File: src/grc_pkg.sv
// shared types, constants and functions of the grid raycast column unit
`default_nettype none

package grc_pkg;

	// map geometry
	localparam int MAP_SIZE_DEF = 16;
	localparam int POS_UNIT     = 163840;

	// shared restoring divider
	localparam int DIV_STEPS = 26;

	// configuration register indexes and reset values
	localparam logic [1:0] CFG_WIDTH  = 2'd0;
	localparam logic [1:0] CFG_HEIGHT = 2'd1;
	localparam logic [1:0] CFG_FOV    = 2'd2;
	localparam logic [1:0] CFG_STEPS  = 2'd3;

	localparam logic [9:0]  WIDTH_RST  = 10'd120;
	localparam logic [7:0]  HEIGHT_RST = 8'd40;
	localparam logic [15:0] FOV_RST    = 16'd8192;
	localparam logic [7:0]  STEPS_RST  = 8'd160;

	// shade codes
	localparam logic [2:0] SHADE_FULL   = 3'd0;
	localparam logic [2:0] SHADE_DARK   = 3'd1;
	localparam logic [2:0] SHADE_MEDIUM = 3'd2;
	localparam logic [2:0] SHADE_LIGHT  = 3'd3;
	localparam logic [2:0] SHADE_BLANK  = 3'd4;

	// datapath operations
	localparam logic [4:0] OP_NONE    = 5'd0;
	localparam logic [4:0] OP_LATCH   = 5'd1;
	localparam logic [4:0] OP_OFF_MUL = 5'd2;
	localparam logic [4:0] OP_DIV     = 5'd3;
	localparam logic [4:0] OP_ANGLE   = 5'd4;
	localparam logic [4:0] OP_TRIG_T  = 5'd5;
	localparam logic [4:0] OP_TRIG_R  = 5'd6;
	localparam logic [4:0] OP_TRIG_S  = 5'd7;
	localparam logic [4:0] OP_M_INIT  = 5'd8;
	localparam logic [4:0] OP_MARCH   = 5'd9;
	localparam logic [4:0] OP_CRN_X   = 5'd10;
	localparam logic [4:0] OP_CRN_Y   = 5'd11;
	localparam logic [4:0] OP_DOT_A   = 5'd12;
	localparam logic [4:0] OP_DOT_B   = 5'd13;
	localparam logic [4:0] OP_CRS_A   = 5'd14;
	localparam logic [4:0] OP_CRS_B   = 5'd15;
	localparam logic [4:0] OP_SQ_D    = 5'd16;
	localparam logic [4:0] OP_SQ_C    = 5'd17;
	localparam logic [4:0] OP_SCALE   = 5'd18;
	localparam logic [4:0] OP_CMP     = 5'd19;
	localparam logic [4:0] OP_CEIL    = 5'd20;
	localparam logic [4:0] OP_FINISH  = 5'd21;

	// sine polynomial seed
	localparam logic [31:0] SINE_SEED = 32'd172271;

	typedef struct packed {
		logic        action;
		logic [3:0]  row_index;
		logic [15:0] row_walls;
		logic [9:0]  column;
		logic [15:0] player_x;
		logic [15:0] player_y;
		logic [15:0] player_angle;
	} item_t;

	typedef struct packed {
		logic [9:0] cast_column;
		logic [7:0] distance_steps;
		logic [6:0] ceiling_row;
		logic [7:0] floor_row;
		logic [2:0] wall_shade;
		logic       corner_edge;
		logic       left_map;
	} result_t;

	typedef struct packed {
		logic [4:0] op;
		logic [1:0] idx;
		logic       sel;
	} cmd_t;

	typedef struct packed {
		logic march_off;
		logic march_hit;
		logic march_last;
	} status_t;

	// horner coefficients of the quarter-wave sine, Q30
	function automatic logic [31:0] poly_coef(input logic [1:0] i);
		logic [31:0] c;
		case (i)
			2'd0:    c = 32'd5026994;
			2'd1:    c = 32'd85569306;
			2'd2:    c = 32'd693598669;
			default: c = 32'd1686629713;
		endcase
		return c;
	endfunction

endpackage

`default_nettype wire

File: src/grc_ctrl.sv
// sequencing state machine of the grid raycast column unit
`default_nettype none

module grc_ctrl (
	input  logic             clk,
	input  logic             arst_n,
	input  logic             item_valid,
	input  logic             item_cast,
	output logic             item_ready,
	output logic             result_valid,
	input  logic             result_ready,
	input  grc_pkg::status_t status,
	output grc_pkg::cmd_t    cmd
);
	import grc_pkg::*;

	localparam logic [4:0] S_IDLE   = 5'd0;
	localparam logic [4:0] S_OFFMUL = 5'd1;
	localparam logic [4:0] S_DIVOFF = 5'd2;
	localparam logic [4:0] S_ANGLE  = 5'd3;
	localparam logic [4:0] S_TRIGT  = 5'd4;
	localparam logic [4:0] S_TRIGR  = 5'd5;
	localparam logic [4:0] S_TRIGS  = 5'd6;
	localparam logic [4:0] S_MINIT  = 5'd7;
	localparam logic [4:0] S_MARCH  = 5'd8;
	localparam logic [4:0] S_CRNX   = 5'd9;
	localparam logic [4:0] S_CRNY   = 5'd10;
	localparam logic [4:0] S_DOTA   = 5'd11;
	localparam logic [4:0] S_DOTB   = 5'd12;
	localparam logic [4:0] S_CRSA   = 5'd13;
	localparam logic [4:0] S_CRSB   = 5'd14;
	localparam logic [4:0] S_SQD    = 5'd15;
	localparam logic [4:0] S_SQC    = 5'd16;
	localparam logic [4:0] S_SCALE  = 5'd17;
	localparam logic [4:0] S_CMP    = 5'd18;
	localparam logic [4:0] S_CEIL   = 5'd19;
	localparam logic [4:0] S_DIVC   = 5'd20;
	localparam logic [4:0] S_FIN    = 5'd21;

	localparam logic [4:0] DIV_LAST = 5'(DIV_STEPS - 1);

	logic [4:0] state_q, state_d;
	logic [4:0] cnt_q, cnt_d;
	logic       sel_q, sel_d;
	logic       out_valid_q;
	logic       fin_go;

	assign item_ready   = (state_q == S_IDLE);
	assign result_valid = out_valid_q;
	assign fin_go       = (state_q == S_FIN) && (!out_valid_q || result_ready);

	// next state and operation
	always_comb begin
		state_d = state_q;
		cnt_d   = cnt_q;
		sel_d   = sel_q;
		cmd.op  = OP_NONE;
		cmd.idx = cnt_q[1:0];
		cmd.sel = sel_q;
		unique case (state_q)
			S_IDLE: begin
				if (item_valid) begin
					cmd.op = OP_LATCH;
					if (item_cast) state_d = S_OFFMUL;
				end
			end
			S_OFFMUL: begin
				cmd.op  = OP_OFF_MUL;
				cnt_d   = '0;
				state_d = S_DIVOFF;
			end
			S_DIVOFF: begin
				cmd.op = OP_DIV;
				if (cnt_q == DIV_LAST) begin
					cnt_d   = '0;
					state_d = S_ANGLE;
				end else begin
					cnt_d = cnt_q + 5'd1;
				end
			end
			S_ANGLE: begin
				cmd.op  = OP_ANGLE;
				sel_d   = 1'b0;
				state_d = S_TRIGT;
			end
			S_TRIGT: begin
				cmd.op  = OP_TRIG_T;
				cnt_d   = '0;
				state_d = S_TRIGR;
			end
			S_TRIGR: begin
				cmd.op = OP_TRIG_R;
				if (cnt_q[1:0] == 2'd3) state_d = S_TRIGS;
				cnt_d = cnt_q + 5'd1;
			end
			S_TRIGS: begin
				cmd.op = OP_TRIG_S;
				if (!sel_q) begin
					sel_d   = 1'b1;
					state_d = S_TRIGT;
				end else begin
					state_d = S_MINIT;
				end
			end
			S_MINIT: begin
				cmd.op  = OP_M_INIT;
				state_d = S_MARCH;
			end
			S_MARCH: begin
				cmd.op = OP_MARCH;
				if (status.march_off) begin
					state_d = S_CEIL;
				end else if (status.march_hit) begin
					cnt_d   = '0;
					state_d = S_CRNX;
				end else if (status.march_last) begin
					state_d = S_CEIL;
				end
			end
			S_CRNX: begin
				cmd.op  = OP_CRN_X;
				state_d = S_CRNY;
			end
			S_CRNY: begin
				cmd.op = OP_CRN_Y;
				if (cnt_q[1:0] == 2'd3) begin
					sel_d   = 1'b0;
					state_d = S_DOTA;
				end else begin
					cnt_d   = cnt_q + 5'd1;
					state_d = S_CRNX;
				end
			end
			S_DOTA: begin
				cmd.op  = OP_DOT_A;
				state_d = S_DOTB;
			end
			S_DOTB: begin
				cmd.op  = OP_DOT_B;
				state_d = S_CRSA;
			end
			S_CRSA: begin
				cmd.op  = OP_CRS_A;
				state_d = S_CRSB;
			end
			S_CRSB: begin
				cmd.op  = OP_CRS_B;
				state_d = S_SQD;
			end
			S_SQD: begin
				cmd.op  = OP_SQ_D;
				state_d = S_SQC;
			end
			S_SQC: begin
				cmd.op  = OP_SQ_C;
				state_d = S_SCALE;
			end
			S_SCALE: begin
				cmd.op  = OP_SCALE;
				state_d = S_CMP;
			end
			S_CMP: begin
				cmd.op = OP_CMP;
				if (!sel_q) begin
					sel_d   = 1'b1;
					state_d = S_DOTA;
				end else begin
					state_d = S_CEIL;
				end
			end
			S_CEIL: begin
				cmd.op  = OP_CEIL;
				cnt_d   = '0;
				state_d = S_DIVC;
			end
			S_DIVC: begin
				cmd.op = OP_DIV;
				if (cnt_q == DIV_LAST) begin
					cnt_d   = '0;
					state_d = S_FIN;
				end else begin
					cnt_d = cnt_q + 5'd1;
				end
			end
			S_FIN: begin
				if (fin_go) begin
					cmd.op  = OP_FINISH;
					state_d = S_IDLE;
				end
			end
			default: begin
				state_d = S_IDLE;
			end
		endcase
	end

	// state registers
	always_ff @(posedge clk or negedge arst_n) begin
		if (!arst_n) begin
			state_q <= S_IDLE;
			cnt_q   <= '0;
			sel_q   <= 1'b0;
		end else begin
			state_q <= state_d;
			cnt_q   <= cnt_d;
			sel_q   <= sel_d;
		end
	end

	// result valid flag
	always_ff @(posedge clk or negedge arst_n) begin
		if (!arst_n) begin
			out_valid_q <= 1'b0;
		end else if (fin_go) begin
			out_valid_q <= 1'b1;
		end else if (result_ready) begin
			out_valid_q <= 1'b0;
		end
	end

endmodule

`default_nettype wire

File: config.mk
export PLATFORM = sky130hd
export DESIGN_NAME = grc_ctrl
export DESIGN_NICKNAME = d
export VERILOG_FILES = /design/src/grc_pkg.sv /design/src/grc_ctrl.sv
export SDC_FILE = /design/constraint.sdc
export NUM_CORES = 1
export LEC_CHECK = 0
export BUFFER_PORTS_ARGS = -buffer_cell sky130_fd_sc_hd__clkbuf_2
export CORE_ASPECT_RATIO = 0.8
export CORE_MARGIN = 1
export CORE_UTILIZATION = 40
export CTS_BUF_LIST = sky130_fd_sc_hd__clkbuf_2
export DETAILED_ROUTE_END_ITERATION = 8
export PLACE_DENSITY = 0.69
export SLEW_MARGIN = 20
export SYNTH_ARGS = -nofsm -noshare
export SYNTH_HDL_FRONTEND = slang
export SYNTH_SLANG_ARGS = --single-unit
File: constraint.sdc
create_clock -name clk -period 3.4 [get_ports clk]
set_input_delay 0.51 -clock clk [delete_from_list [all_inputs] [get_ports clk]]
set_output_delay 0.51 -clock clk [all_outputs]
set_load 0.01 [all_outputs]
After elaboration in Yosys (flattened, before gate mapping):

Index checks and enable logic that the tools add are counted.

* reduce and logical (&&, ||, !) cells: 13
* equal/unequal tests: 34
* add/sub/neg operators: 1
* $lt $le $gt $ge: 0
* divide/modulo/power cells: 0
* muxes and demuxes: 25
* shift operators: 0
* bitwise operators: 0
* multipliers: 0

Operator list (number)
* $pmux W5 S22: 1
* $pmux W5 S21: 1
* $mux W5: 15
* $eq A5 B4 Y1 const B: 8
* $eq A5 B5 Y1 const B: 7
* $pmux W5 S5: 1
* $eq A5 B3 Y1 const B: 4
* $ne A2 B2 Y1 const B: 10
* $eq A5 B2 Y1 const B: 2
* $reduce_and A7 Y1: 1
* $add A5 B1 Y5 const B: 1
* $eq A5 B1 Y1 const B: 1
* $logic_not A5 Y1: 1
* $reduce_bool A5 Y1: 1
* $mux W1: 4
* $mux W2: 2
* $ne A4 B4 Y1 const B: 1
* $reduce_and A4 Y1: 1
* $reduce_or A2 Y1: 2
* $pmux W1 S3: 1
* $reduce_bool A3 Y1: 1
* $reduce_or A3 Y1: 1
* $eq A2 B2 Y1 const B: 1
* $reduce_and A2 Y1: 1
* other kinds (4): 4

* bits in writable memories: 0
* memories kept: 0
* bits of input ports: 8
* logic and storage cells: 77
* output and inout bits: 10
* latch bits: 0
* register bits: 12
* ROM bits: 0

Logic depth before layout (Yosys ltp):

* depth in word-level cells: 5
* depth in mapped cells: 8
* gate-level depth less buffers: 7

Worst setup path after synthesis:

Ideal clock, no wire load.

* path kind: register to output
* from: register state_q[1]
* to: output port cmd[3] (netlist name)
* path buffers: 2
* data arrival time: 1.344 ns
* data required time: 2.890 ns
* cell stages (with the launch flop): 6
* setup slack: 1.546 ns
* cells stage by stage: dfrtp_1 buf_4 buf_2 a21o_1 a221oi_1 a41o_1

RTL lines
* start, declared: RTL line grc_ctrl.sv:42 `logic [4:0] state_q, state_d;`
* start signal, assigned: RTL line grc_ctrl.sv:204 `state_q <= state_d;`
* end, declared: RTL line grc_ctrl.sv:13 `output grc_pkg::cmd_t cmd`

==> impl_metrics.tcl <==
set metrics [dict create \
    synth_cells 149 \
    dpl_cell_area_sq_um 1230 \
    ir_drop_mv 0.327 \
    min_path_type "input pin to async pin" \
    final_area_sq_um 1240 \
    multi_input_area_sq_um 766 \
    hold_buffers 0 \
    port-buffer-count 17 \
    yosys.area_share.adder_pct 2.06 \
    grt_max_degree 29 \
    drcViolationCount 0 \
    place_congestion 0.893 \
    synth_area_leaders "dfrtp_1 25%, nand3_1 4.5%, nor2_1 3.7%" \
    synthMuxAreaShare_pct 2.68 \
    r2r.worst_path.cells 6 \
    cts_tree "yes" \
    cpPeakStageDelay_ns 0.82 \
    startpoint_type "flip-flop" \
    yosysUniqueCellTypes 52 \
    post_drt_wl_per_cell_um 13.8 \
    insertion_delay_ns 0.26 \
    timing.final.crit_share_pct 71.3 \
    overflow 0 \
    cp_slowest_cell "dfrtp_1" \
    layout_common_cells "20 x clkbuf_2, 12 x nor2_1, 12 x dfrtp_1" \
    synth_area_sq_um 1210 \
    dp_hpwl_um 1930 \
    fillers 299 \
    cp.arrival_ns 1.91 \
    cp_data_required_time_ns 2.89 \
    groute.usage.overall_pct 17.6 \
    synth_seq_cells 12 \
    ys_seq_area_share_pct 24.8 \
    area_growth_pct 2.58 \
    netlist.area_leader.share_pct 24.8 \
    fp.dieArea_sq_um 3260 \
    drt_iter0_drc 56 \
    fin_setup_tns_ns 0 \
    cts_num_sinks 12 \
    grt_pass1_wl_um 4470 \
    tightest_slew_ns 0.865 \
    ant_nets 0 \
    htreeDepth 1 \
    synth_top_family_by_area "simple AND/OR/NAND/NOR gates" \
    diodes 0 \
    nets 166 \
    fin_ws_ns 0.975 \
    p_per_area_nw_per_um2 1050 \
    clock-skew-final_ns 0.00388 \
    drv_slew 0 \
    ys_warn_count 0 \
    avgViaCountPerCell 5.71 \
    mostFrequentLayoutCell "clkbuf_2" \
    status "finished, final reports clean" \
    dr.pass1.iters 4 \
    final.min_clock_period_ns 2.42 \
    drive_gt1_share_pct 22.7 \
    synth-edff-count 0 \
    start_util_pct 43.2 \
    seq_area_sq_um 300 \
    synth_xor_area_share_pct 2.89 \
    crit_path_end_kind "primary output" \
    setup_viol 0 \
    avgSynthCellArea_sq_um 8.14 \
    synth_area_leader_cell "dfrtp_1" \
    async_flop_share_pct 100 \
    cts-resized-gates 0 \
    synth_compound_area_share_pct 24.0 \
    drv_cap 0 \
    fmax_mhz 412 \
    crit_type "flip-flop to primary output" \
    die_w_um 63.6 \
    grt_antenna_before_repair 0 \
    path_cells "nor2_1, mux2i_1, o22ai_1, a22o_1, clkbuf_2" \
    cts_root_buffer "clkbuf_2" \
    holdWs_ns 0.115 \
    relSlewSlack_pct 42.3 \
    numCtsBuffers 3 \
    post-cts-setup-buffers 0 \
    clockBufferDepth 2 \
    rows 17 \
    vias 1096 \
    dieHeight_um 51.2 \
    yosys.area_share.simple_pct 31.5 \
    path_clk_slew_ns 0.11 \
    rsz0062_at_grt "no" \
    core-area_sq_um 2810 \
    ys.flop_type "dfrtp_1" \
    totalWireLength_um 2650 \
    cp_max_fo 23 \
    r2r_setup_slack_ns 1.07 \
    place_ws_ns 1.14 \
    syn-num-nets 159 \
    ios 18 \
    grt_pass1_vias 948 \
    hold_violations 0 \
    leakagePower_nw 0.536 \
]
-- metrics by stage --
stage	util [%]	instances	power, mW
2_1_floorplan	-	149	1.13
3_3_place_gp	43.8	189	1.21
3_5_place_dp	43.8	189	1.24
4_1_cts	44.3	192	1.31
5_1_grt	44.3	192	1.45
6_report	44.3	192	1.31
-- cell families (layout without fill, tap and decap cells) --
logic type / Yosys count / after routing
AND/OR/NAND/NOR: 66 / 66
AO/OA/AOI/OAI: 39 / 39
buffers and inverters: 23 / 28
flip-flops: 12 / 12
XOR/XNOR: 4 / 4
multiplexers: 3 / 3
adder cells (fa/ha/maj): 2 / 2
-- routing by layer --
| metal | vias up | wire, um | track usage, % |
|---|---|---|---|
| li1 | 541 | - | - |
| met1 | 506 | 1270 | 24.7 |
| met4 | 0 | 17 | 4.55 |
| met2 | 45 | 1190 | 26.1 |
| met5 | - | 0 | 0 |
| met3 | 4 | 172 | 5.13 |
-- cell usage after synthesis, types with 4 or more instances --
cell,count
nor2b_1,5
inv_1,7
nor2_1,12
o21ai_0,5
o22ai_1,7
nand3_1,11
xor2_1,4
dfrtp_1,12
nand2b_1,6
a21oi_1,8
o21ai_1,4
buf_4,5
nand2_1,11
-- path summary, 6_finish.rpt --
kind,startpoint,to
max in group asynchronous,arst_n,sel_q$_DFFE_PN0P_
max reg2reg,state_q[4]$_DFFE_PN0P_,state_q[2]$_DFFE_PN0P_
min,arst_n,result_valid$_DFFE_PN0P_
min in group clk,status[1],state_q[3]$_DFFE_PN0P_
min reg2reg,cnt_q[0]$_DFFE_PN0P_,cnt_q[0]$_DFFE_PN0P_
max,state_q[1]$_DFFE_PN0P_,cmd[5]
-- flip-flops by register name, indices dropped and copies added (netlist names) --
| register | count |
|---|---|
| result_valid | 1 |
| sel_q | 1 |
| cnt_q | 5 |
| state_q | 5 |
-- where the power goes --
| part | switching (mW) | internal, mW | total (mW) |
|---|---|---|---|
| clock network | 0.0433 | 0.0241 | 0.0673 |
| registers | 0.226 | 0.204 | 0.430 |
| logic | 0.423 | 0.389 | 0.813 |
-- area by class of cell --
class | count | share of cell area [%]
multi-input combinational | 114 | 61.6
clock buffer | 3 | 1.21
inverter | 8 | 2.41
tap | 38 | 3.82
timing repair buffer | 17 | 6.84
sequential | 12 | 24.1
-- worst max-delay path, delay by kind of cell, from the launching register on --
family	cells	cell delay (ns)
muxes	1	0.20
AOI/OAI and AO/OA	2	0.34
and+or+nand+nor	1	0.17
DFF	1	0.82
buffers and inverters	1	0.13
(Power assumes the default switching activity.)
